<file path="config.mk">
export PLATFORM = sky130hd
export DESIGN_NAME = add_workdays_to_date
export DESIGN_NICKNAME = d
export VERILOG_FILES = /design/src/rtl/core/awd_pkg.sv /design/src/rtl/core/awd_ctrl.sv /design/src/rtl/core/awd_dp.sv /design/src/rtl/core/add_workdays_to_date.sv
export SDC_FILE = /design/constraint.sdc
export NUM_CORES = 1
export LEC_CHECK = 0
export BUFFER_PORTS_ARGS = -buffer_cell sky130_fd_sc_hd__buf_2
export CAP_MARGIN = 30
export CORE_MARGIN = 2
export CORE_UTILIZATION = 40
export CTS_CLUSTER_DIAMETER = 60
export DETAILED_ROUTE_END_ITERATION = 12
export PLACE_DENSITY = 0.64
export SYNTH_ARGS = -nofsm -noshare
export SYNTH_HDL_FRONTEND = slang
export SYNTH_SLANG_ARGS = --single-unit
export TNS_END_PERCENT = 5
</file>
<file path="constraint.sdc">
create_clock -name i_clk -period 9.8 [get_ports i_clk]
set_input_delay 0 -clock i_clk [delete_from_list [all_inputs] [get_ports i_clk]]
set_output_delay 0 -clock i_clk [all_outputs]
set_load 0.02 [all_outputs]
</file>
<file path="src/rtl/core/awd_pkg.sv">
package awd_pkg;

    localparam logic [13:0] YEAR_MAX  = 14'd9999;
    localparam logic [3:0]  MONTH_FEB = 4'd2;
    localparam logic [3:0]  MONTH_DEC = 4'd12;
    localparam logic [2:0]  WD_FRI    = 3'd5;
    localparam logic [2:0]  WD_SAT    = 3'd6;

    // Reciprocals for the divisions by 100 and by 7 (shifts of 19 and 16).
    localparam logic [27:0] RECIP_100 = 28'd5243;
    localparam logic [27:0] RECIP_7   = 28'd9363;

    // Wide enough for the largest count width.
    localparam int WORK_EXT_W = 16;

    typedef enum logic [1:0] {
        ERR_OK   = 2'd0,
        ERR_DATE = 2'd1,
        ERR_OVF  = 2'd2
    } t_err;

    typedef enum logic [3:0] {
        S_IDLE,
        S_PREP,
        S_DIV,
        S_SUM,
        S_MUL7,
        S_FIX7,
        S_SKIP,
        S_COUNT,
        S_DONE
    } t_state;

    typedef struct packed {
        logic load;
        logic mul100;
        logic fix100;
        logic sum;
        logic mul7;
        logic fix7;
        logic step;
        logic dec;
        logic err_we;
        t_err err;
    } t_cmd;

    typedef struct packed {
        logic year_ok;
        logic month_ok;
        logic day_ok;
        logic weekend;
        logic days_nz;
        logic at_end;
    } t_status;

    function automatic logic [4:0] month_len(input logic [3:0] m, input logic leap);
        logic [4:0] len;
        begin
            case (m)
                4'd1, 4'd3, 4'd5, 4'd7, 4'd8, 4'd10, 4'd12: len = 5'd31;
                4'd4, 4'd6, 4'd9, 4'd11:                    len = 5'd30;
                4'd2:                                       len = leap ? 5'd29 : 5'd28;
                default:                                    len = 5'd0;
            endcase
            return len;
        end
    endfunction

    // Month term of the congruence, (31 * mm) / 12 with March as month one.
    function automatic logic [4:0] month_term(input logic [3:0] m);
        logic [4:0] t;
        begin
            case (m)
                4'd1:    t = 5'd28;
                4'd2:    t = 5'd31;
                4'd3:    t = 5'd2;
                4'd4:    t = 5'd5;
                4'd5:    t = 5'd7;
                4'd6:    t = 5'd10;
                4'd7:    t = 5'd12;
                4'd8:    t = 5'd15;
                4'd9:    t = 5'd18;
                4'd10:   t = 5'd20;
                4'd11:   t = 5'd23;
                4'd12:   t = 5'd25;
                default: t = 5'd0;
            endcase
            return t;
        end
    endfunction

endpackage

</file>
<file path="src/rtl/core/awd_ctrl.sv">
module awd_ctrl (
    input  logic              i_clk,
    input  logic              i_rst_n,
    input  logic              i_start,
    input  awd_pkg::t_status  i_status,
    output awd_pkg::t_cmd     o_cmd,
    output logic              o_busy,
    output logic              o_valid
);
    import awd_pkg::*;

    t_state r_state;
    t_state n_state;

    always_ff @(posedge i_clk) begin
        if (!i_rst_n) begin
            r_state <= S_IDLE;
        end else begin
            r_state <= n_state;
        end
    end

    always_comb begin
        n_state = r_state;
        o_cmd   = '0;
        o_cmd.err = ERR_OK;
        unique case (r_state)
            S_IDLE: begin
                if (i_start) begin
                    o_cmd.load = 1'b1;
                    n_state    = S_PREP;
                end
            end
            S_PREP: begin
                if (!(i_status.year_ok && i_status.month_ok)) begin
                    o_cmd.err_we = 1'b1;
                    o_cmd.err    = ERR_DATE;
                    n_state      = S_DONE;
                end else begin
                    o_cmd.mul100 = 1'b1;
                    n_state      = S_DIV;
                end
            end
            S_DIV: begin
                o_cmd.fix100 = 1'b1;
                n_state      = S_SUM;
            end
            S_SUM: begin
                o_cmd.sum = 1'b1;
                n_state   = S_MUL7;
            end
            S_MUL7: begin
                if (!i_status.day_ok) begin
                    o_cmd.err_we = 1'b1;
                    o_cmd.err    = ERR_DATE;
                    n_state      = S_DONE;
                end else begin
                    o_cmd.mul7 = 1'b1;
                    n_state    = S_FIX7;
                end
            end
            S_FIX7: begin
                o_cmd.fix7 = 1'b1;
                n_state    = S_SKIP;
            end
            S_SKIP: begin
                if (!i_status.weekend) begin
                    n_state = S_COUNT;
                end else if (i_status.at_end) begin
                    o_cmd.err_we = 1'b1;
                    o_cmd.err    = ERR_OVF;
                    n_state      = S_DONE;
                end else begin
                    o_cmd.step = 1'b1;
                end
            end
            S_COUNT: begin
                if (!i_status.days_nz) begin
                    o_cmd.err_we = 1'b1;
                    o_cmd.err    = ERR_OK;
                    n_state      = S_DONE;
                end else if (i_status.at_end) begin
                    o_cmd.err_we = 1'b1;
                    o_cmd.err    = ERR_OVF;
                    n_state      = S_DONE;
                end else begin
                    // Weekend days are walked over without using up a workday.
                    o_cmd.step = 1'b1;
                    o_cmd.dec  = !i_status.weekend;
                end
            end
            S_DONE: begin
                n_state = S_IDLE;
            end
            default: begin
                n_state = S_IDLE;
            end
        endcase
    end

    assign o_busy  = (r_state != S_IDLE);
    assign o_valid = (r_state == S_DONE);

endmodule

</file>
<file path="src/rtl/core/awd_dp.sv">
module awd_dp #(
    parameter int COUNT_BITS = 10
) (
    input  logic              i_clk,
    input  logic [13:0]       i_start_year,
    input  logic [3:0]        i_start_month,
    input  logic [4:0]        i_start_day,
    input  logic [9:0]        i_workdays,
    input  awd_pkg::t_cmd     i_cmd,
    output awd_pkg::t_status  o_status,
    output logic [13:0]       o_end_year,
    output logic [3:0]        o_end_month,
    output logic [4:0]        o_end_day,
    output logic [2:0]        o_end_weekday,
    output logic [1:0]        o_error
);
    import awd_pkg::*;

    logic [13:0]           r_year;
    logic [3:0]            r_month;
    logic [4:0]            r_day;
    logic [2:0]            r_wd;
    logic [COUNT_BITS-1:0] r_left;
    logic [27:0]           r_prod;
    logic [6:0]            r_q100;
    logic [6:0]            r_rem100;
    logic [1:0]            r_cent;
    logic [13:0]           r_sum;
    t_err                  r_err;

    logic [WORK_EXT_W-1:0] work_ext;
    logic                  before_march;
    logic [13:0]           yy;
    logic                  leap;
    logic [4:0]            mdays;
    logic                  month_end;
    logic [7:0]            q100_est;
    logic [14:0]           prod100;
    logic                  q100_high;
    logic [14:0]           rem100_wide;
    logic [7:0]            q100_fix;
    logic [13:0]           sum_next;
    logic [10:0]           q7_est;
    logic [13:0]           prod7;
    logic [13:0]           rem7_wide;

    assign work_ext     = {{(WORK_EXT_W - 10){1'b0}}, i_workdays};
    assign before_march = (r_month <= MONTH_FEB);
    assign yy           = r_year - {13'd0, before_march};

    // Year modulo 4, 100 and 400 come from the low bits and the century counters.
    assign leap = ((r_year[1:0] == 2'd0) && (r_rem100 != 7'd0)) ||
                  ((r_rem100 == 7'd0) && (r_cent == 2'd0));
    assign mdays     = month_len(r_month, leap);
    assign month_end = (r_day == mdays);

    // The reciprocal estimate of a quotient is exact or one too high.
    assign q100_est    = r_prod[26:19];
    assign prod100     = {7'd0, q100_est} * 15'd100;
    assign q100_high   = ({1'b0, yy} < prod100);
    assign rem100_wide = {1'b0, yy} - prod100 + (q100_high ? 15'd100 : 15'd0);
    assign q100_fix    = q100_est - {7'd0, q100_high};

    assign sum_next = {9'd0, r_day} + yy + {2'd0, yy[13:2]} - {7'd0, r_q100}
                    + {9'd0, r_q100[6:2]} + {9'd0, month_term(r_month)};

    assign q7_est    = r_prod[26:16];
    assign prod7     = {3'd0, q7_est} * 14'd7;
    assign rem7_wide = r_sum - prod7 + ((r_sum < prod7) ? 14'd7 : 14'd0);

    always_ff @(posedge i_clk) begin
        if (i_cmd.load) begin
            r_year  <= i_start_year;
            r_month <= i_start_month;
            r_day   <= i_start_day;
            r_left  <= work_ext[COUNT_BITS-1:0];
        end
        if (i_cmd.mul100) begin
            r_prod <= {14'd0, yy} * RECIP_100;
        end
        if (i_cmd.fix100) begin
            r_q100   <= q100_fix[6:0];
            r_rem100 <= rem100_wide[6:0];
            r_cent   <= q100_fix[1:0];
        end
        if (i_cmd.sum) begin
            r_sum <= sum_next;
            // The counters were found for the year before; move them to this year.
            if (before_march) begin
                if (r_rem100 == 7'd99) begin
                    r_rem100 <= 7'd0;
                    r_cent   <= r_cent + 2'd1;
                end else begin
                    r_rem100 <= r_rem100 + 7'd1;
                end
            end
        end
        if (i_cmd.mul7) begin
            r_prod <= {14'd0, r_sum} * RECIP_7;
        end
        if (i_cmd.fix7) begin
            r_wd <= rem7_wide[2:0];
        end
        if (i_cmd.step) begin
            r_wd <= (r_wd == WD_SAT) ? 3'd0 : r_wd + 3'd1;
            if (month_end) begin
                r_day <= 5'd1;
                if (r_month == MONTH_DEC) begin
                    r_month <= 4'd1;
                    r_year  <= r_year + 14'd1;
                    if (r_rem100 == 7'd99) begin
                        r_rem100 <= 7'd0;
                        r_cent   <= r_cent + 2'd1;
                    end else begin
                        r_rem100 <= r_rem100 + 7'd1;
                    end
                end else begin
                    r_month <= r_month + 4'd1;
                end
            end else begin
                r_day <= r_day + 5'd1;
            end
        end
        if (i_cmd.dec) begin
            r_left <= r_left - {{(COUNT_BITS - 1){1'b0}}, 1'b1};
        end
        if (i_cmd.err_we) begin
            r_err <= i_cmd.err;
        end
    end

    always_comb begin
        o_status.year_ok  = (r_year != 14'd0) && (r_year <= YEAR_MAX);
        o_status.month_ok = (r_month >= 4'd1) && (r_month <= MONTH_DEC);
        o_status.day_ok   = (r_day != 5'd0) && (r_day <= mdays);
        o_status.weekend  = (r_wd == WD_FRI) || (r_wd == WD_SAT);
        o_status.days_nz  = (r_left != '0);
        o_status.at_end   = month_end && (r_month == MONTH_DEC) && (r_year >= YEAR_MAX);
    end

    assign o_end_year    = (r_err == ERR_OK) ? r_year  : 14'd0;
    assign o_end_month   = (r_err == ERR_OK) ? r_month : 4'd0;
    assign o_end_day     = (r_err == ERR_OK) ? r_day   : 5'd0;
    assign o_end_weekday = (r_err == ERR_OK) ? r_wd    : 3'd0;
    assign o_error       = r_err;

endmodule

</file>
<file path="src/rtl/core/add_workdays_to_date.sv">
// Channel   Direction  Handshake              Beat
// input     in         start high, busy low   i_start_year, i_start_month, i_start_day,
//                                             i_workdays
// result    out        o_valid, one cycle     o_end_year, o_end_month, o_end_day,
//                                             o_end_weekday, o_error
//
// An item steps through the setup states (prepare, divide, sum, multiply by 7, fix by 7),
// then walks the calendar, and a result beat ends it. The calendar counter in the datapath
// advances one day per cycle. An invalid start date is caught in the prepare state (year,
// month) or the multiply-by-7 state (day) and goes straight to the result beat.
// Reset is synchronous and active low; it returns the controller to idle.
// Results cannot be stalled: each beat is shown for exactly one cycle.
module add_workdays_to_date #(
    parameter int COUNT_BITS = 10
) (
    input  logic        i_clk,
    input  logic        i_rst_n,
    input  logic        start,
    output logic        busy,
    input  logic [13:0] i_start_year,
    input  logic [3:0]  i_start_month,
    input  logic [4:0]  i_start_day,
    input  logic [9:0]  i_workdays,
    output logic        o_valid,
    output logic [13:0] o_end_year,
    output logic [3:0]  o_end_month,
    output logic [4:0]  o_end_day,
    output logic [2:0]  o_end_weekday,
    output logic [1:0]  o_error
);
    import awd_pkg::*;

    t_cmd    cmd;
    t_status status;
    logic    ctrl_busy;

    awd_ctrl u_ctrl (
        .i_clk    (i_clk),
        .i_rst_n  (i_rst_n),
        .i_start  (start),
        .i_status (status),
        .o_cmd    (cmd),
        .o_busy   (ctrl_busy),
        .o_valid  (o_valid)
    );

    awd_dp #(
        .COUNT_BITS (COUNT_BITS)
    ) u_dp (
        .i_clk         (i_clk),
        .i_start_year  (i_start_year),
        .i_start_month (i_start_month),
        .i_start_day   (i_start_day),
        .i_workdays    (i_workdays),
        .i_cmd         (cmd),
        .o_status      (status),
        .o_end_year    (o_end_year),
        .o_end_month   (o_end_month),
        .o_end_day     (o_end_day),
        .o_end_weekday (o_end_weekday),
        .o_error       (o_error)
    );

    assign busy = ctrl_busy;

    a_accept_busy: assert property (@(posedge i_clk) disable iff (!i_rst_n)
        (start && !busy) |=> busy)
        else $error("accepted beat did not make the block busy");

    a_single_beat: assert property (@(posedge i_clk) disable iff (!i_rst_n)
        o_valid |=> !o_valid)
        else $error("result strobe held for more than one cycle");

    a_error_zero: assert property (@(posedge i_clk) disable iff (!i_rst_n)
        (o_valid && (o_error != ERR_OK)) |->
            (o_end_year == 14'd0 && o_end_month == 4'd0 &&
             o_end_day == 5'd0 && o_end_weekday == 3'd0))
        else $error("error result carries a date");

    // The last counted day is a working day, so the walk can stop on a Friday
    // but never on a Saturday.
    a_date_sane: assert property (@(posedge i_clk) disable iff (!i_rst_n)
        (o_valid && (o_error == ERR_OK)) |->
            (o_end_month >= 4'd1 && o_end_month <= MONTH_DEC && o_end_day != 5'd0 &&
             o_end_weekday != WD_SAT && o_end_weekday <= 3'd6))
        else $error("returned date is malformed");

endmodule
</file>
==> reports/results.tsv, run 1 <==
metric	value	unit
gr ovfl total	0	
Ant. Diodes	0	
Synth Register Bits	88	
worst rel slew slack	0.356	
Hold Violations, Final	0	
root buffer cell	clkbuf_16	
Worst EP required	9.89	ns
RSZ-0062 raised after global routing	false	
Clock Latency Late Sink	0.36	ns
Max Cap Viol	0	
Area contributors post-synth	ha_1, fa_1, edfxtp_1	
post-synthesis sequential area ratio	0.159	
Synth cell types	74	
Die W	194	µm
drt total wl	33100	µm
Worst setup EP type	flop	
row count	69	
Tmin final	7.72	ns
outcome	complete, no violations	
IO buf count	65	
share of cells above drive strength 1	0.0678	
FFs w/ async S/R, synth	0	
worst-path fanout max	8	
CP Class	reg -> reg	
Max clock buf depth	2	
FILL cells	3438	
Hold Path Class	in -> reg	
# Post-CTS Setup Buffers	0	
post-synth top area share	0.274	
Area growth syn-to-layout	9.92	%
Synth Instances	1550	
Peak Freq	0.129	GHz
Mapped Area	14400	µm²
initial antenna violation count	1	
die height	194	µm
Final Setup Violations	0	
first-pass GRT wire length	55300	µm
die area	37500	µm²
Final #Nets	2117	
syn_area_per_cell	9.27	µm²
clock sink count	88	
H-Tree Level Count	3	
largest net degree at the start of global routing	25	
Final ANT Viol Nets	0	
EDFF count, synth	52	
Max Slew Vio Count	0	
dominant cell by count in the synthesized netlist	ha_1	
core area	35500	µm²
DRT Pass-1 Iters	5	
Initial Util	0.405	
Yosys warning count	0	
max incr delay on CP	0.62	ns
Post-DP HPWL	28500	µm
commonest cells in the netlist	ha_1, inv_1, fa_1, nor2_1, a21oi_1	
syn nets	2035	
Crit path arrival time	7.82	ns
Vias	10800	
period utilization	0.788	
Worst Max-Slew Pin Slew	0.953	ns
Fin Setup TNS	0	ns
GPL Wtd Cong	0.883	
vias per cell	5.16	
CP max stage cell	xor2_1	
leading area contributor after synthesis	ha_1	
Routed wire per std cell	15.8	µm
drt drc	0	
vias in the first global route	10800	
cell mode on critical path	inv_1	
I/O Pins	66	
GRT Total Usage	0.180	
Top FF cell, synth	edfxtp_1	
clock buffer count from CTS	9	
clk_skew	0.0131	ns
CTS tree	built	
Worst-path clk slew	0.08	ns
DR iter-0 viols	717	
type of origin of the critical path	flop	
area by class of cell:
| cell class | instances | area [µm²] | area share |
|---|---|---|---|
| clock buffers | 9 | 225 | 0.0143 |
| repair buffers | 103 | 692 | 0.0438 |
| multi-input cells | 1132 | 10800 | 0.685 |
| flip-flops and latches | 88 | 2280 | 0.144 |
| clock inverters | 7 | 85.1 | 0.00538 |
| inverters | 298 | 1120 | 0.0708 |
| well taps | 461 | 577 | 0.0365 |
repair_timing:
item	CTS	global route
endpoints found under the hold margin	31	0
resized for setup	0	0
hold buffers	31	0
layer usage:
layer | track usage | share of wire | vias up | routed length (µm)
met5 | 0 | 0 | - | 0
met4 | 0.0433 | 0.016 | 0 | 518
met3 | 0.0199 | 0.035 | 27 | 1170
met2 | 0.289 | 0.46 | 194 | 15200
met1 | 0.261 | 0.49 | 5222 | 16200
li1 | - | - | 5373 | -
layout by cell type, fill, tap and decap left out, drive strengths merged, types with 12 or more instances in the layout:
cell,n
ha,315
nand3,32
xor2,26
edfxtp,52
buf,72
o21a,15
nor3,30
nand2,72
nor2b,18
a21oi,79
nand2b,16
nor2,84
inv,302
a21o,12
and3,15
dlygate4sd3,31
fa,134
dfxtp,36
and2,17
xnor2,62
o21ai,61
worst paths after layout:
path	from	end	slack, ns	depth (start not counted)
hold / removal	start	u_ctrl.r_state[1]$_SDFFE_PN0P_	0.13	3
setup / recovery	u_dp.r_month[0]$_DFF_P_	u_dp.r_prod[26]$_DFFE_PP_	2.08	29
hold reg to reg	u_dp.r_rem100[6]$_DFF_P_	u_dp.r_rem100[6]$_DFF_P_	0.51	1
setup reg to reg	u_dp.r_month[0]$_DFF_P_	u_dp.r_prod[26]$_DFFE_PP_	2.08	29
critical path: cells and delay by family (launching register included):
kind,cells,cell delay (ns)
compound gates,7,1.22
xor+xnor,2,0.78
fa+ha+maj,8,3.15
buf+inv,5,0.60
flops,1,0.38
simple gates,7,1.31
state kept, by name, indices dropped and copies added (netlist names), named ones only:
register and cells:
u_dp.r_sum 14, u_dp.r_left 10, u_dp.r_rem100 7, u_dp.r_year 14, u_ctrl.r_state 4, u_dp.r_q100 7
u_dp.r_prod 11, u_dp.r_cent 2, u_dp.r_wd 3, u_dp.r_day 5, u_dp.o_error 2, u_dp.r_month 4
stage by stage:
stage | util | cell area (µm²) | setup slack, ns | hold slack (ns) | cells
after CTS | 0.445 | 15800 | 2.07 | 0.126 | 2098
after detailed placement | 0.428 | 15200 | 2.09 | 0.220 | 2051
final | 0.445 | 15800 | 2.08 | 0.132 | 2098
after global routing | 0.445 | 15800 | 1.35 | 0.166 | 2098
after floorplan | - | 14400 | 2.87 | 0.121 | 1550
after global placement | 0.427 | 15200 | 2.34 | 0.212 | 2049
kinds of logic (layout without fill, tap and decap cells):
family / after synthesis / after routing / synth area share
compound gates: 248 / 248 / 0.109
fa+ha+maj: 449 / 449 / 0.461
flops: 88 / 88 / 0.159
buf+inv: 330 / 417 / 0.0889
simple gates: 332 / 332 / 0.117
xor+xnor: 88 / 88 / 0.0536
mux: 15 / 15 / 0.0113
Power of run 1 is left out: the tool's default activity adds up to more than one toggle a clock period on the data nets, which glitch-free logic cannot reach.
==> run 2, diff against run 1 <==
Settings changed: ABC_AREA set to 1.
Clock period 9.8 ns to 8.09 ns, I/O delays scaled along.
==> reports/results.tsv, run 2 <==
metric	value	unit
outcome	complete, no violations	
I/O Pins	66	
dominant cell by count in the synthesized netlist	inv_1	
CTS tree	built	
Peak Freq	0.140	GHz
share of cells above drive strength 1	0.0776	
Die W	200	µm
Register Area	2280	µm²
EDFF count, synth	52	
Top FF cell, synth	edfxtp_1	
Max Slew Vio Count	0	
worst r2r path cells	29	
Mapped Area	15300	µm²
Ant. Diodes	0	
DR iter-0 viols	740	
DRT Pass-1 Iters	6	
Initial Util	0.406	
cell mode on critical path	inv_1	
worst hold start	i_start_year[2]	
Worst-path clk slew	0.07	ns
Vias	12600	
most common cell after layout, fill and taps aside	inv_1	
IO buf count	65	
post-synth top area share	0.257	
period utilization	0.884	
area occupied by multi-input gates	11400	µm²
vias in the first global route	12300	
Final #Nets	2464	
type of origin of the critical path	flop	
post-synthesis sequential area ratio	0.149	
Final Setup Violations	0	
worst rel slew slack	0.322	
Max Cap Viol	0	
drt drc	0	
gr ovfl total	0	
Routed wire per std cell	15.6	µm
syn_area_per_cell	8.13	µm²
Yosys warning count	0	
clk_skew	0.0157	ns
Hold Path End	u_dp.r_year[2]$_DFF_P_	
syn nets	2373	
Hold Violations, Final	0	
GPL Wtd Cong	0.907	
FFs w/ async S/R, synth	0	
Fin Setup TNS	0	ns
die height	200	µm
leading area contributor after synthesis	ha_1	
Worst Max-Slew Pin Slew	1.01	ns
# Post-CTS Setup Buffers	0	
Synth Instances	1888	
root buffer cell	clkbuf_16	
Final ANT Viol Nets	0	
reg2reg end	u_dp.r_prod[24]$_DFFE_PP_	
Tmin final	7.15	ns
CP max stage cell	o21ai_0	
Area growth syn-to-layout	9.78	%
biggest regs	u_dp.r_sum: 14 flops, u_dp.r_year: 14 flops, u_dp.r_prod: 11 flops	
Max clock buf depth	2	
FILL cells	3811	
hold_buf cts	27	
r2r setup slk	0.94	ns
die area	39900	µm²
clock sink count	88	
Clock Latency Late Sink	0.36	ns
first-pass GRT wire length	62800	µm
CP Class	reg -> reg	
Area contributors post-synth	ha_1, fa_1, edfxtp_1	
largest net degree at the start of global routing	27	
Post-DP HPWL	33800	µm
Worst Hold Path Cells	4	
R2R Path Start	u_dp.r_month[0]$_DFF_P_	
vias per cell	5.04	
row count	71	
H-Tree Level Count	3	
initial antenna violation count	0	
Synth Register Bits	88	
drt total wl	38900	µm
clock buffer count from CTS	9	
max incr delay on CP	0.54	ns
# resized after CTS	0	
RSZ-0062 raised after global routing	false	
Hold Path Class	in -> reg	
most frequent cells in the layout	inv_1, ha_1, nand2_1	
commonest cells in the netlist	inv_1, ha_1, nand2_1, nor2_1, fa_1	
Worst EP required	8.20	ns
Synth cell types	56	
Worst setup EP type	flop	
Crit path arrival time	7.27	ns
GRT Total Usage	0.199	
core area	37800	µm²
worst-path fanout max	6	
-- run 2: cell count changes in the layout (fill, tap and decap cells not counted), moves of 25 or more --
cell / change
nor2_1: +56
nand3_1: +32
xnor2_1: -35
inv_1: +96
o21ai_0: +32
nand2_1: +196
a21oi_1: +25
-- run 2: area by class of cell --
type | count | area share
inverters | 406 | 0.0908
clock inverters | 7 | 0.00446
multi-input cells | 1374 | 0.679
repair buffers | 100 | 0.0389
clock buffers | 9 | 0.0134
well taps | 511 | 0.0380
flip-flops and latches | 88 | 0.135
-- run 2: through the flow --
| step | hold slack (ns) | util | area [µm²] | std cells | setup slack (ns) |
|---|---|---|---|---|---|
| floorplan | 0.135 | - | 15300 | 1888 | 1.51 |
| global placement | 0.254 | 0.431 | 16300 | 2451 | 1.18 |
| detailed placement | 0.264 | 0.431 | 16300 | 2451 | 1.06 |
| CTS | 0.00293 | 0.446 | 16800 | 2494 | 1.04 |
| global route | 0.0251 | 0.446 | 16800 | 2495 | 0.355 |
| finish | 0.00286 | 0.446 | 16800 | 2495 | 0.936 |
-- run 2: critical path: cells and delay by family (launching register included) --
kind	cells	cell delay, ns
adder cells (fa/ha/maj)	8	3.17
AO/OA/AOI/OAI	4	1.06
flip-flops	1	0.39
AND/OR/NAND/NOR	10	1.53
buffers and inverters	7	0.77
-- run 2: cell families after synthesis --
logic type                 synth area share
buffers and inverters                 0.106
and+or+nand+nor                       0.167
adders and majority gates             0.432
DFF                                   0.149
xor gates and xnor gates             0.0434
muxes                               0.00440
AOI/OAI and AO/OA                    0.0982
-- run 2: worst max path at each step --
stage / to / cells after the start / slack (ns) / from
after detailed placement: u_dp.r_prod[24]$_DFFE_PP_ / 29 / 1.06 / u_dp.r_month[0]$_DFF_P_
after global placement: u_dp.r_prod[26]$_DFFE_PP_ / 29 / 1.18 / u_dp.r_month[1]$_DFF_P_
after floorplan: u_dp.r_prod[26]$_DFFE_PP_ / 29 / 1.51 / u_dp.r_month[0]$_DFF_P_
after global routing: u_dp.r_prod[26]$_DFFE_PP_ / 33 / 0.35 / u_dp.r_month[0]$_DFF_P_
final: u_dp.r_prod[24]$_DFFE_PP_ / 29 / 0.94 / u_dp.r_month[0]$_DFF_P_
after CTS: u_dp.r_prod[24]$_DFFE_PP_ / 29 / 1.04 / u_dp.r_month[0]$_DFF_P_
-- run 2: routing by layer --
metal / global-route usage / share of wire / wire (µm) / vias up
met5: 0 / 0 / 0 / -
met1: 0.292 / 0.49 / 19100 / 5999
li1: - / - / - / 6287
met2: 0.324 / 0.46 / 17800 / 254
met3: 0.0235 / 0.044 / 1730 / 24
met4: 0.0228 / 0.0064 / 248 / 0
Power of run 2 is left out for the same reason.
==> run 3, diff against run 2 <==
Settings changed: ABC_AREA 1 to not set.
==> reports/results.tsv, run 3 (synthesis gave the netlist of run 1 again) <==
metric	value	unit
outcome	complete, no violations	
drt total wl	33200	µm
root buffer cell	clkbuf_16	
fin cells	2102	
Tmin final	7.35	ns
Clock Latency Late Sink	0.36	ns
drt drc	0	
H-Tree Level Count	3	
initial antenna violation count	0	
Post-Place Cells	2055	
IO buf count	65	
DR iter-0 viols	631	
CTS tree	built	
GPL Wtd Cong	0.901	
type of origin of the critical path	flop	
Max clock buf depth	2	
Final ANT Viol Nets	0	
Final #Nets	2121	
Final Setup Violations	0	
# Post-CTS Setup Buffers	0	
GRT Total Usage	0.180	
Post-DP HPWL	28300	µm
vias in the first global route	11100	
Hold Path Class	in -> reg	
Crit path arrival time	7.44	ns
worst rel slew slack	0.321	
die area	37500	µm²
cell mode on critical path	inv_1	
biggest regs	u_dp.r_sum: 14 flops, u_dp.r_year: 14 flops, u_dp.r_prod: 11 flops	
Vias	10800	
Initial Util	0.405	
RSZ-0062 raised after global routing	false	
clk_skew	0.0183	ns
clock buffer count from CTS	9	
Worst Max-Slew Pin Slew	1.01	ns
I/O Pins	66	
Ant. Diodes	0	
largest net degree at the start of global routing	25	
vias per cell	5.12	
most common cell after layout, fill and taps aside	ha_1	
Max Slew Vio Count	0	
max incr delay on CP	0.53	ns
most frequent cells in the layout	ha_1, inv_1, fa_1	
gr ovfl total	0	
Routed wire per std cell	15.8	µm
Worst setup EP type	flop	
Max Cap Viol	0	
worst-path fanout max	8	
Fin Setup TNS	0	ns
Die W	194	µm
Worst-path clk slew	0.09	ns
first-pass GRT wire length	55400	µm
DRT Pass-1 Iters	5	
Area growth syn-to-layout	10.2	%
die height	194	µm
row count	69	
Hold Violations, Final	0	
CP Class	reg -> reg	
Peak Freq	0.136	GHz
CP max stage cell	fa_1	
Worst EP required	8.18	ns
clock sink count	88	
share of cells above drive strength 1	0.0725	
period utilization	0.908	
core area	35500	µm²
[run 3: cell types whose count changed in the layout (fill, tap and decap cells not counted), moves of 12 or more]
| cell | change |
|---|---|
| nand2_1 | -196 |
| nor2b_1 | +18 |
| xor2_1 | -24 |
| a21oi_1 | -25 |
| o21ai_0 | -32 |
| xnor2_1 | +34 |
| nand3_1 | -32 |
| nand4_1 | -16 |
| nor2_1 | -56 |
| nand2_2 | -12 |
| inv_1 | -96 |
| and2_1 | +16 |
| nand2b_1 | +15 |
[run 3: metrics by stage]
| stage | utilization | cell area [µm²] | setup WS, ns | hold WS, ns |
|---|---|---|---|---|
| 3_5_place_dp | 0.429 | 15200 | 0.484 | 0.222 |
| 6_report | 0.447 | 15800 | 0.744 | 0.104 |
| 4_1_cts | 0.446 | 15800 | 0.428 | 0.114 |
| 5_1_grt | 0.447 | 15800 | 0.0695 | 0.126 |
| 2_1_floorplan | - | 14400 | 1.16 | 0.121 |
| 3_3_place_gp | 0.428 | 15200 | 0.706 | 0.214 |
[run 3: final timing paths]
check / from / to / slack (ns) / cells past startpoint
max: u_dp.r_month[0]$_DFF_P_ / u_dp.r_prod[26]$_DFFE_PP_ / 0.74 / 30
min: start / u_ctrl.r_state[2]$_SDFFE_PN0P_ / 0.10 / 3
max reg2reg: u_dp.r_month[0]$_DFF_P_ / u_dp.r_prod[26]$_DFFE_PP_ / 0.74 / 30
min reg2reg: u_dp.r_rem100[6]$_DFF_P_ / u_dp.r_rem100[6]$_DFF_P_ / 0.52 / 1
[run 3: repair_timing]
item | CTS | global route
endpoints found under the hold margin | 31 | 0
resized for setup | 0 | 4
endpoints found under the setup margin | 0 | 5
hold buffers | 31 | 0
[run 3: final cells by class]
class | count | area (µm²)
well taps | 461 | 577
fillers | 3398 | 19600
inverters | 298 | 1120
multi-input cells | 1132 | 10800
clock inverters | 7 | 72.6
flip-flops and latches | 88 | 2280
repair buffers | 107 | 722
clock buffers | 9 | 225
[run 3: per-layer routing]
metal,track usage,up-vias,part of all wire
met2,0.303,209,0.47
met1,0.253,5157,0.48
met4,0.0303,0,0.0090
met5,0,-,0
met3,0.0195,29,0.039
li1,-,5369,-
[run 3: worst max-delay path, delay by kind of cell (launching register included)]
kind            cells  cell delay, ns
fa+ha+maj           8            2.81
simple gates        7            1.51
buf+inv             6            0.66
xor+xnor            2            0.42
compound gates      7            1.27
flops               1            0.38
Power of run 3 is left out for the same reason.
